==> config.mk <==
export PLATFORM = sky130hd
export DESIGN_NAME = adpcm_order2_decoder_top
export DESIGN_NICKNAME = d
export VERILOG_FILES = /design/src/design/adpo2_pkg.sv /design/src/design/adpo2_ram.sv /design/src/design/adpo2_ofifo.sv /design/src/design/adpo2_engine.sv /design/src/design/adpcm_order2_decoder_top.sv
export SDC_FILE = /design/constraint.sdc
export NUM_CORES = 2
export LEC_CHECK = 0
export ABC_CLOCK_PERIOD_IN_PS = 7500
export BUFFER_PORTS_ARGS = -buffer_cell sky130_fd_sc_hd__buf_4
export CAP_MARGIN = 5
export CORE_ASPECT_RATIO = 1.75
export CORE_MARGIN = 2
export CORE_UTILIZATION = 25
export DETAILED_ROUTE_END_ITERATION = 6
export GPL_TIMING_DRIVEN = 0
export HOLD_SLACK_MARGIN = 0.06
export SYNTH_ARGS = -nofsm -noshare
export SYNTH_HDL_FRONTEND = slang
export SYNTH_HIERARCHICAL = 1
export SYNTH_SLANG_ARGS = --single-unit
export TNS_END_PERCENT = 10
==> constraint.sdc <==
create_clock -name clk -period 7.5 [get_ports clk]
set_input_delay 0 -clock clk [delete_from_list [all_inputs] [get_ports clk]]
set_output_delay 0 -clock clk [all_outputs]
set_load 0.05 [all_outputs]
==> src/design/adpo2_pkg.sv <==
// Shared types, constants and helpers for the order-2 ADPCM decoder.
// No dependencies; the engine, result queue, top level and testbench import this package.
`timescale 1ns / 1ps

package adpo2_pkg;

	localparam int PREDICTORS_DEF = 8;
	localparam int OUT_DEPTH = 8;
	localparam int MAX_PER_BYTE = 4;

	typedef enum logic [1:0] {
		ACT_LOAD  = 2'd0,
		ACT_START = 2'd1,
		ACT_BYTE  = 2'd2,
		ACT_NONE  = 2'd3
	} action_t;

	localparam logic [1:0] MODE_KEEP = 2'd0;
	localparam logic [1:0] MODE_ZERO = 2'd1;
	localparam logic [1:0] MODE_LOOP = 2'd2;

	localparam logic [1:0] REG_LOOP_LAST   = 2'd0;
	localparam logic [1:0] REG_LOOP_BEFORE = 2'd1;

	typedef struct packed {
		logic               en;
		logic [6:0]         addr;
		logic signed [15:0] data;
	} book_wr_t;

	typedef struct packed {
		logic               en;
		logic [1:0]         mode;
		logic signed [15:0] loop_last;
		logic signed [15:0] loop_before;
	} hist_set_t;

	typedef struct packed {
		logic             en;
		logic [3:0]       pred;
		logic [2:0]       first;
		logic [1:0]       last_s;
		logic             frame_end;
		logic [3:0][15:0] res;
	} byte_cmd_t;

	typedef struct packed {
		logic        valid;
		logic [15:0] sample;
		logic        last_of_byte;
		logic        frame_end;
	} result_t;

	typedef struct packed {
		logic busy;
		logic drained;
	} eng_status_t;

	// Arithmetic shift right by 11 followed by a clamp to 16 bits.
	function automatic logic signed [15:0] sat16(input logic signed [31:0] acc);
		logic signed [20:0] sh;
		sh = 21'(acc >>> 11);
		if (sh > 21'sd32767) begin
			return 16'sh7fff;
		end else if (sh < -21'sd32768) begin
			return 16'sh8000;
		end else begin
			return sh[15:0];
		end
	endfunction

endpackage

==> src/design/adpo2_ram.sv <==
// Generic single-write, single-read RAM with a registered read port.
// No dependencies.
`timescale 1ns / 1ps

module adpo2_ram #(
	parameter int WIDTH = 16,
	parameter int DEPTH = 128
) (
	input  logic                     clk,
	input  logic                     we,
	input  logic [$clog2(DEPTH)-1:0] waddr,
	input  logic [WIDTH-1:0]         wdata,
	input  logic [$clog2(DEPTH)-1:0] raddr,
	output logic [WIDTH-1:0]         rdata
);

	logic [WIDTH-1:0] mem [DEPTH];

	always_ff @(posedge clk) begin
		if (we) begin
			mem[waddr] <= wdata;
		end
		rdata <= mem[raddr];
	end

endmodule

==> src/design/adpo2_ofifo.sv <==
// Result queue between the multiply-accumulate pipeline and the output channel.
// Depends on adpo2_pkg for the result type.
`timescale 1ns / 1ps

module adpo2_ofifo #(
	parameter int DEPTH = 8
) (
	input  logic                  clk,
	input  logic                  arst_n,
	input  adpo2_pkg::result_t    push,
	input  logic                  pop,
	output logic                  not_empty,
	output logic [15:0]           sample,
	output logic                  last_of_byte,
	output logic                  frame_end
);
	import adpo2_pkg::*;

	localparam int PW = $clog2(DEPTH);
	localparam int CW = $clog2(DEPTH + 1);

	logic [17:0]   mem_q [DEPTH];
	logic [PW-1:0] wr_ptr_q, rd_ptr_q;
	logic [CW-1:0] count_q;
	logic          do_pop;

	assign do_pop = pop && (count_q != '0);

	always_ff @(posedge clk) begin
		if (push.valid) begin
			mem_q[wr_ptr_q] <= {push.sample, push.last_of_byte, push.frame_end};
		end
	end

	always_ff @(posedge clk or negedge arst_n) begin
		if (!arst_n) begin
			wr_ptr_q <= '0;
			rd_ptr_q <= '0;
			count_q  <= '0;
		end else begin
			if (push.valid) begin
				wr_ptr_q <= wr_ptr_q + PW'(1);
			end
			if (do_pop) begin
				rd_ptr_q <= rd_ptr_q + PW'(1);
			end
			count_q <= count_q + CW'(push.valid) - CW'(do_pop);
		end
	end

	assign not_empty    = (count_q != '0);
	assign sample       = mem_q[rd_ptr_q][17:2];
	assign last_of_byte = mem_q[rd_ptr_q][1];
	assign frame_end    = mem_q[rd_ptr_q][0];

endmodule

==> src/design/adpo2_engine.sv <==
// Sample engine: codebook RAM, history and group residual registers, and the
// issue / multiply / accumulate pipeline. Depends on adpo2_pkg and adpo2_ram.
`timescale 1ns / 1ps

module adpo2_engine #(
	parameter int PREDICTORS = adpo2_pkg::PREDICTORS_DEF
) (
	input  logic                   clk,
	input  logic                   arst_n,
	input  adpo2_pkg::book_wr_t    book_wr,
	input  adpo2_pkg::hist_set_t   hist_set,
	input  adpo2_pkg::byte_cmd_t   byte_cmd,
	output adpo2_pkg::eng_status_t status,
	output adpo2_pkg::result_t     result
);
	import adpo2_pkg::*;

	localparam int BOOK_WORDS = PREDICTORS * 16;
	localparam int AW = $clog2(BOOK_WORDS);

	// Byte being issued.
	logic             busy_q;
	logic [3:0]       pred_q;
	logic [2:0]       first_q;
	logic [1:0]       last_s_q;
	logic             fe_q;
	logic [3:0][15:0] res_q;
	logic [1:0]       s_q;
	logic [3:0]       t_q;

	logic signed [15:0] hist_last_q, hist_before_q;
	logic signed [15:0] gp_last_q, gp_before_q;
	logic [15:0]        gres_q [7];

	// Pipeline.
	logic               v_s1, first_s1, last_s1, lob_s1, fe_s1;
	logic signed [15:0] opnd_s1, r_s1;
	logic               v_s2, first_s2, last_s2, lob_s2, fe_s2;
	logic signed [31:0] prod_s2;
	logic signed [15:0] r_s2;
	logic signed [31:0] acc_q;

	logic [2:0]         j;
	logic [3:0]         j4;
	logic               stall, issue, term_last;
	logic [2:0]         tap_k;
	logic [3:0]         offset;
	logic [AW-1:0]      rd_addr;
	logic signed [15:0] opnd;
	logic [2:0]         gidx;
	logic [15:0]        rdata;
	logic signed [31:0] acc_base, acc_sum;
	logic               wr_en;

	assign j  = first_q + 3'(s_q);
	assign j4 = {1'b0, j};

	// The first sample of a group latches the history, so it waits for the
	// samples still in the pipeline to land.
	assign stall     = (t_q == 4'd0) && (j == 3'd0) && (v_s1 || v_s2);
	assign issue     = busy_q && !stall;
	assign term_last = (t_q == j4 + 4'd1);

	assign tap_k  = (t_q == 4'd1) ? j : 3'(j4 + 4'd1 - t_q);
	assign offset = (t_q == 4'd0) ? {1'b0, j} : {1'b1, tap_k};
	assign rd_addr = AW'({pred_q, offset});
	assign gidx   = 3'(t_q - 4'd2);

	always_comb begin
		if (t_q == 4'd0) begin
			opnd = (j == 3'd0) ? hist_before_q : gp_before_q;
		end else if (t_q == 4'd1) begin
			opnd = gp_last_q;
		end else begin
			opnd = $signed(gres_q[gidx]);
		end
	end

	assign wr_en = book_wr.en && ({1'b0, book_wr.addr} < 9'(BOOK_WORDS));

	adpo2_ram #(
		.WIDTH(16),
		.DEPTH(BOOK_WORDS)
	) u_book (
		.clk  (clk),
		.we   (wr_en),
		.waddr(AW'(book_wr.addr)),
		.wdata(book_wr.data),
		.raddr(rd_addr),
		.rdata(rdata)
	);

	always_ff @(posedge clk) begin
		if (byte_cmd.en) begin
			pred_q   <= byte_cmd.pred;
			first_q  <= byte_cmd.first;
			last_s_q <= byte_cmd.last_s;
			fe_q     <= byte_cmd.frame_end;
			res_q    <= byte_cmd.res;
			for (int i = 0; i < MAX_PER_BYTE; i++) begin
				if ((2'(i) <= byte_cmd.last_s) && ({1'b0, byte_cmd.first} + 4'(i) < 4'd7)) begin
					gres_q[3'(byte_cmd.first + 3'(i))] <= byte_cmd.res[i];
				end
			end
		end
		opnd_s1  <= opnd;
		r_s1     <= $signed(res_q[s_q]);
		first_s1 <= (t_q == 4'd0);
		last_s1  <= term_last;
		lob_s1   <= term_last && (s_q == last_s_q);
		fe_s1    <= term_last && (s_q == last_s_q) && fe_q;
		prod_s2  <= $signed(rdata) * opnd_s1;
		r_s2     <= r_s1;
		first_s2 <= first_s1;
		last_s2  <= last_s1;
		lob_s2   <= lob_s1;
		fe_s2    <= fe_s1;
		if (v_s2) begin
			acc_q <= acc_sum;
		end
	end

	always_ff @(posedge clk or negedge arst_n) begin
		if (!arst_n) begin
			busy_q        <= 1'b0;
			s_q           <= '0;
			t_q           <= '0;
			v_s1          <= 1'b0;
			v_s2          <= 1'b0;
			hist_last_q   <= '0;
			hist_before_q <= '0;
			gp_last_q     <= '0;
			gp_before_q   <= '0;
		end else begin
			v_s1 <= issue;
			v_s2 <= v_s1;
			if (byte_cmd.en) begin
				busy_q <= 1'b1;
				s_q    <= '0;
				t_q    <= '0;
			end else if (issue) begin
				if (term_last) begin
					t_q <= '0;
					if (s_q == last_s_q) begin
						busy_q <= 1'b0;
					end else begin
						s_q <= s_q + 2'd1;
					end
				end else begin
					t_q <= t_q + 4'd1;
				end
			end
			if (issue && (t_q == 4'd0) && (j == 3'd0)) begin
				gp_last_q   <= hist_last_q;
				gp_before_q <= hist_before_q;
			end
			if (hist_set.en) begin
				if (hist_set.mode == MODE_ZERO) begin
					hist_last_q   <= '0;
					hist_before_q <= '0;
				end else if (hist_set.mode == MODE_LOOP) begin
					hist_last_q   <= hist_set.loop_last;
					hist_before_q <= hist_set.loop_before;
				end
			end else if (v_s2 && last_s2) begin
				hist_before_q <= hist_last_q;
				hist_last_q   <= sat16(acc_sum);
			end
		end
	end

	assign acc_base = first_s2 ? (32'(r_s2) <<< 11) : acc_q;
	assign acc_sum  = acc_base + prod_s2;

	assign result.valid        = v_s2 && last_s2;
	assign result.sample       = sat16(acc_sum);
	assign result.last_of_byte = lob_s2;
	assign result.frame_end    = fe_s2;

	assign status.busy    = busy_q;
	assign status.drained = !busy_q && !v_s1 && !v_s2;

endmodule

==> src/design/adpcm_order2_decoder_top.sv <==
// Top level of the order-2 ADPCM decoder: input holding register, frame
// parser, loop registers and result credit. Depends on adpo2_pkg, adpo2_engine
// and adpo2_ofifo.
//
//   channel  signals                                          direction
//   in       in_valid/in_ready, action..stream_byte           item in
//   out      out_valid/out_ready, sample, last_of_byte, ...   item out
//   cfg      cfg_we, cfg_index, cfg_data                      write only
//
// Each sample j of a group (0..7) sums j+2 products on the single codebook read
// port and multiplier, and a data byte's samples are issued in turn. Headers
// are taken without waiting; loads wait for the engine to go idle and starts
// for it to drain. Results pass the s1 and s2 pipeline registers and wait in
// an 8-entry queue; a data byte enters the engine only when the queue has room for it.
// Reset clears control state; the codebook is not cleared.
`timescale 1ns / 1ps

module adpcm_order2_decoder_top #(
	parameter int PREDICTORS = adpo2_pkg::PREDICTORS_DEF
) (
	input  logic               clk,
	input  logic               arst_n,
	input  logic               in_valid,
	output logic               in_ready,
	input  logic [1:0]         action,
	input  logic [6:0]         book_index,
	input  logic signed [15:0] book_word,
	input  logic [1:0]         start_mode,
	input  logic               narrow_codes,
	input  logic [7:0]         stream_byte,
	output logic               out_valid,
	input  logic               out_ready,
	output logic signed [15:0] sample,
	output logic               last_of_byte,
	output logic               frame_end,
	input  logic               cfg_we,
	input  logic [1:0]         cfg_index,
	input  logic [15:0]        cfg_data
);
	import adpo2_pkg::*;

	localparam int RW = $clog2(OUT_DEPTH + 1);

	logic               hold_v_q;
	action_t            hold_act_q;
	logic [6:0]         hold_idx_q;
	logic signed [15:0] hold_word_q;
	logic [1:0]         hold_mode_q;
	logic               hold_narrow_q;
	logic [7:0]         hold_byte_q;

	logic signed [15:0] loop_last_q, loop_before_q;
	logic [3:0]         pos_q, shift_q, pred_q;
	logic               narrow_q;
	logic [RW-1:0]      resv_q;

	eng_status_t st;
	byte_cmd_t   bcmd;
	book_wr_t    bwr;
	hist_set_t   hset;
	result_t     res;

	logic       accept, consume, can_go, is_header, data_go, pop;
	logic [3:0] nbytes, pos_m1;
	logic [4:0] pm;
	logic [3:0][15:0] resid;
	logic [2:0] per;

	assign nbytes    = narrow_q ? 4'd4 : 4'd8;
	assign pos_m1    = pos_q - 4'd1;
	assign is_header = (pos_q == 4'd0) || (pos_q > nbytes);
	assign per       = narrow_q ? 3'd4 : 3'd2;

	always_comb begin
		case (hold_act_q)
			ACT_LOAD:  can_go = !st.busy;
			ACT_START: can_go = st.drained;
			ACT_BYTE:  can_go = is_header ||
				(!st.busy && (resv_q <= RW'(OUT_DEPTH - MAX_PER_BYTE)));
			default:   can_go = 1'b1;
		endcase
	end

	assign consume  = hold_v_q && can_go;
	assign in_ready = !hold_v_q || consume;
	assign accept   = in_valid && in_ready;
	assign data_go  = consume && (hold_act_q == ACT_BYTE) && !is_header;
	assign pop      = out_valid && out_ready;

	// Header predictor taken modulo the predictor count.
	always_comb begin
		pm = {2'b00, hold_byte_q[2:0]};
		for (int i = 0; i < 8; i++) begin
			if (pm >= 5'(PREDICTORS)) begin
				pm = pm - 5'(PREDICTORS);
			end
		end
	end

	always_comb begin
		logic signed [15:0] ext;
		for (int i = 0; i < MAX_PER_BYTE; i++) begin
			if (narrow_q) begin
				ext = 16'(signed'(hold_byte_q[7 - 2 * i -: 2]));
			end else if (i == 0) begin
				ext = 16'(signed'(hold_byte_q[7:4]));
			end else if (i == 1) begin
				ext = 16'(signed'(hold_byte_q[3:0]));
			end else begin
				ext = '0;
			end
			resid[i] = 16'(ext << shift_q);
		end
	end

	assign bcmd.en        = data_go;
	assign bcmd.pred      = pred_q;
	assign bcmd.first     = narrow_q ? {pos_m1[0], 2'b00} : {pos_m1[1:0], 1'b0};
	assign bcmd.last_s    = narrow_q ? 2'd3 : 2'd1;
	assign bcmd.frame_end = (pos_q == nbytes);
	assign bcmd.res       = resid;

	assign bwr.en   = consume && (hold_act_q == ACT_LOAD);
	assign bwr.addr = hold_idx_q;
	assign bwr.data = hold_word_q;

	assign hset.en          = consume && (hold_act_q == ACT_START);
	assign hset.mode        = hold_mode_q;
	assign hset.loop_last   = loop_last_q;
	assign hset.loop_before = loop_before_q;

	always_ff @(posedge clk) begin
		if (accept) begin
			hold_act_q    <= action_t'(action);
			hold_idx_q    <= book_index;
			hold_word_q   <= book_word;
			hold_mode_q   <= start_mode;
			hold_narrow_q <= narrow_codes;
			hold_byte_q   <= stream_byte;
		end
	end

	always_ff @(posedge clk or negedge arst_n) begin
		if (!arst_n) begin
			hold_v_q      <= 1'b0;
			loop_last_q   <= '0;
			loop_before_q <= '0;
			pos_q         <= '0;
			shift_q       <= '0;
			pred_q        <= '0;
			narrow_q      <= 1'b0;
			resv_q        <= '0;
		end else begin
			if (accept) begin
				hold_v_q <= 1'b1;
			end else if (consume) begin
				hold_v_q <= 1'b0;
			end
			if (cfg_we && (cfg_index == REG_LOOP_LAST)) begin
				loop_last_q <= cfg_data;
			end
			if (cfg_we && (cfg_index == REG_LOOP_BEFORE)) begin
				loop_before_q <= cfg_data;
			end
			if (consume && (hold_act_q == ACT_START)) begin
				narrow_q <= hold_narrow_q;
				pos_q    <= '0;
			end else if (consume && (hold_act_q == ACT_BYTE)) begin
				if (is_header) begin
					shift_q <= hold_byte_q[7:4];
					pred_q  <= pm[3:0];
					pos_q   <= 4'd1;
				end else begin
					pos_q <= (pos_q == nbytes) ? 4'd0 : pos_q + 4'd1;
				end
			end
			resv_q <= resv_q + (data_go ? RW'(per) : RW'(0)) - RW'(pop);
		end
	end

	adpo2_engine #(
		.PREDICTORS(PREDICTORS)
	) u_engine (
		.clk     (clk),
		.arst_n  (arst_n),
		.book_wr (bwr),
		.hist_set(hset),
		.byte_cmd(bcmd),
		.status  (st),
		.result  (res)
	);

	adpo2_ofifo #(
		.DEPTH(OUT_DEPTH)
	) u_ofifo (
		.clk         (clk),
		.arst_n      (arst_n),
		.push        (res),
		.pop         (pop),
		.not_empty   (out_valid),
		.sample      (sample),
		.last_of_byte(last_of_byte),
		.frame_end   (frame_end)
	);

endmodule

==> results.yml <==
detailed_routing:
  vias: 63605
  drt_iter0_drc: 5411
  drt_pass1_iterations: 6
  wl_met3_um: 16270
  ant_nets: 0
  drc: 0
  vias_per_cell: 4.646
  wirelength_um: 346100
  wl_met2_um: 189500
  wire_per_inst_um: 25.28
  wl_met1_um: 111600
  top_layer_used: "met5"
synthesis:
  avgSynthCellArea_um2: 17.92
  synthFlopType: "edfxtp_1"
  yosysTopAreaCellShare: 0.6222
  netlist_area_um2: 118000
  synth_async_sr_flop_share: 0.04924
  synth_seq_area_share: 0.6678
  ys_seq_elements: 2681
  yosysUniqueCellTypes: 90
  yosys.area.top_type: "edfxtp_1"
  synthCells: 6584
  synth_edf_count: 2445
  synth.area.top_cells: "edfxtp_1 (62%), mux4_2 (14%), fa_1 (4.5%)"
  yosysWarnings: 6
sta:
  finClkSkew_ns: 0.07471
  period_share: 0.9664
  slew_violations: 9
  setup_viol: 0
  hold_slack_ns: 0.1096
  hold_violations: 0
  period_minus_slack_ns: 7.248
  worst_slew_pin_slew_ns: 1.556
  rsz0062_at_grt: "yes"
  fmax_mhz: 138.0
  maxSlewHeadroom: -0.04101
critical_path:
  r2r_slack_ns: 0.25
  critPathLaunchType: "flop"
  crit_type: "reg -> reg"
  cp_max_fo: 10
  reg2reg_depth: 17
  cp.arrival_ns: 7.97
  cp_data_required_time_ns: 8.22
  end_kind: "flop"
global_route:
  antenna_found_initial: 19
  overflow: 0
  grt_max_degree: 83
  grtUsageTotal: 0.1418
  grt_pass1_wl_um: 491200
  grt_pass1_vias: 68095
floorplanning:
  die_h_um: 912.8
  die_w_um: 523.3
  rows: 333
  die_area_um2: 477700
  ios: 79
  initial_core_util: 0.2511
  design.core.area_um2: 470000
worst_hold_path:
  holdPathStages: 3
  hold_class: "in -> reg"
place:
  post-dp-hpwl_um: 263000
  place.gp.congestion: 0.9523
  io_buffers: 78
final_layout:
  finish.net_count: 7751
  drive_above_1_share: 0.2447
  syn2layout_area_growth_pct: 19.06
clock_tree:
  cts_buffer_depth: 4
  cts_tree: "done"
  numClockSinks: 2681
  cts_setup_buffers: 0
  h-tree-depth: 5
  clock_latency_ns: 0.91
  cts.clk_slew.worst_paths_ns: 0.06
  clock-root-buffer: "clkbuf_16"
  cts_inserted_buffers: 269
status:
  status: "finished, violations left"
  violations: "capacitance limit, slew limit"
job:
  cap_violations: 1
-- cells in the mapped netlist (6+ instances only) --
library cell	count
a211oi_1	27
o21ai_0	242
o221ai_1	9
nand4_1	10
o211ai_1	17
nor3b_1	9
nand3_1	43
o21bai_1	10
nor2b_1	31
nor3_1	37
nand2_1	376
inv_1	362
a21oi_1	168
and2_1	136
dfrtp_1	132
edfxtp_1	2445
fa_1	267
nor2_1	347
and3_1	10
mux2i_1	149
o21a_1	17
o22ai_1	9
xor2_1	24
buf_2	70
or3_1	7
mux2_2	129
nand2b_1	27
a31oi_1	9
dfxtp_1	104
ha_1	146
a21o_1	27
mux4_1	26
o221ai_2	10
buf_6	8
buf_1	34
xnor2_1	63
a221oi_1	17
a211o_1	6
clkbuf_1	225
mux4_2	716
buf_4	6
-- state kept, by name, summed over array words and instances, names as in the netlist, 7 cells and up --
name                    flops
u_engine/gp_last_q         16
hold_word_q                16
u_engine/prod_s2           32
u_engine/r_s2              16
u_engine/hist_last_q       16
loop_last_q                16
u_engine/hist_before_q     16
loop_before_q              16
hold_idx_q                  7
u_engine/acc_q             32
hold_byte_q                 8
u_engine/u_book/mem      2048
u_ofifo/mem_q             144
u_engine/u_book/rdata      16
u_engine/opnd_s1           16
u_engine/gres_q           112
u_engine/gp_before_q       16
u_engine/res_q             64
u_engine/r_s1              16
-- cells in the final DEF (no fill, tap or decap), drive strengths merged, types with 9 or more instances in the layout --
cell,count
nand4,10
bufinv,12
edfxtp,2445
buf,413
inv,380
o21bai,11
clkinvlp,11
nor2,348
o21a,17
and2,136
a211oi,27
xor2,24
nand2,376
clkinv,99
nor2b,31
mux2,130
nor3b,11
mux2i,151
clkbuf,557
ha,146
conb,11
o22ai,9
dfrtp,132
a31oi,9
dfxtp,104
nor3,37
nand2b,28
o221ai,19
xnor2,63
a21o,27
and3,10
nand3,43
mux4,742
fa,267
a221oi,17
dlygate4sd3,116
o211ai,18
o21ai,245
a21oi,171
diode,15
-- worst paths after layout --
kind                                              from                                end
max reg2reg                u_engine/t_q[0]$_DFFE_PN0P_  u_engine/u_book/rdata[10]$_DFF_P_
min in group asynchronous                       arst_n       u_ofifo/count_q[3]$_DFF_PN0_
max in group asynchronous                       arst_n             shift_q[1]$_DFFE_PN0P_
min                                           in_valid               hold_v_q$_DFFE_PN0P_
max                        u_engine/t_q[0]$_DFFE_PN0P_  u_engine/u_book/rdata[10]$_DFF_P_
min reg2reg                   u_engine/r_s1[8]$_DFF_P_           u_engine/r_s2[8]$_DFF_P_
-- what timing repair did --
item | CTS | global route
resized for setup | 27 | 32
hold buffers | 117 | 0
endpoints found under the setup margin | 17 | 5
hold endpoints to repair | 242 | 0
-- logic make-up (layout without fill, tap and decap cells) --
| logic type | Yosys count | count (layout) | synth area share |
|---|---|---|---|
| xor+xnor | 87 | 87 | 0.006457 |
| simple gates | 1059 | 1059 | 0.04072 |
| mux | 1023 | 1023 | 0.1678 |
| compound gates | 613 | 613 | 0.03241 |
| buf+inv | 706 | 1591 | 0.02390 |
| fa+ha+maj | 413 | 413 | 0.06078 |
| other cells | 2 | 26 | 0.00006364 |
| flops | 2681 | 2681 | 0.6678 |
-- critical path: stages, from the launching register on --
cell and delay [ns]:
dfrtp_1 0.42, clkbuf_2 0.34, clkbuf_2 0.40, clkbuf_2 0.47, inv_1 0.16, ha_1 0.23, nand2_1 0.11, clkbuf_1 0.38
nand2_1 0.34, nor2_1 0.21, xnor2_1 0.30, clkbuf_2 0.45, clkbuf_4 0.51, clkdlybuf4s15_1 0.81, mux4_2 0.43, mux4_2 0.52
mux4_2 0.63, mux2_2 0.33
-- per-layer routing --
| metal | up-vias | global-route usage |
|---|---|---|
| li1 | 26960 | - |
| met1 | 33566 | 0.1376 |
| met2 | 2222 | 0.2696 |
| met3 | 849 | 0.02066 |
| met4 | 8 | 0.1025 |
| met5 | - | 0 |
-- per-stage QoR --
stage          setup TNS (ns)  setup WS [ns]  utilization  cell area (µm²)  cells
6_report                    0         0.2520       0.2989           140500  13690
5_1_grt            -0.0002522     -0.0002522       0.2989           140500  13682
4_1_cts                     0        0.06391       0.2986           140300  13671
3_5_place_dp           -25.29         -1.681       0.2782           130700  13084
3_3_place_gp          -126.19         -1.790       0.2689           126400  12868
2_1_floorplan               0          1.294            -           118000   6593
-- cell type report --
class | count | area, µm²
diodes | 15 | 37.54
plain buffers | 343 | 1546
clock buffers | 331 | 7184
clock inverters | 139 | 1187
fillers | 45905 | 329500
inverters | 363 | 1363
multi-input cells | 3206 | 36830
flip-flops and latches | 2681 | 78810
well taps | 6197 | 7754
repair buffers | 415 | 5791
Power is left out: the tool's default activity adds up to more than one toggle a clock period on the data nets, which glitch-free logic cannot reach.
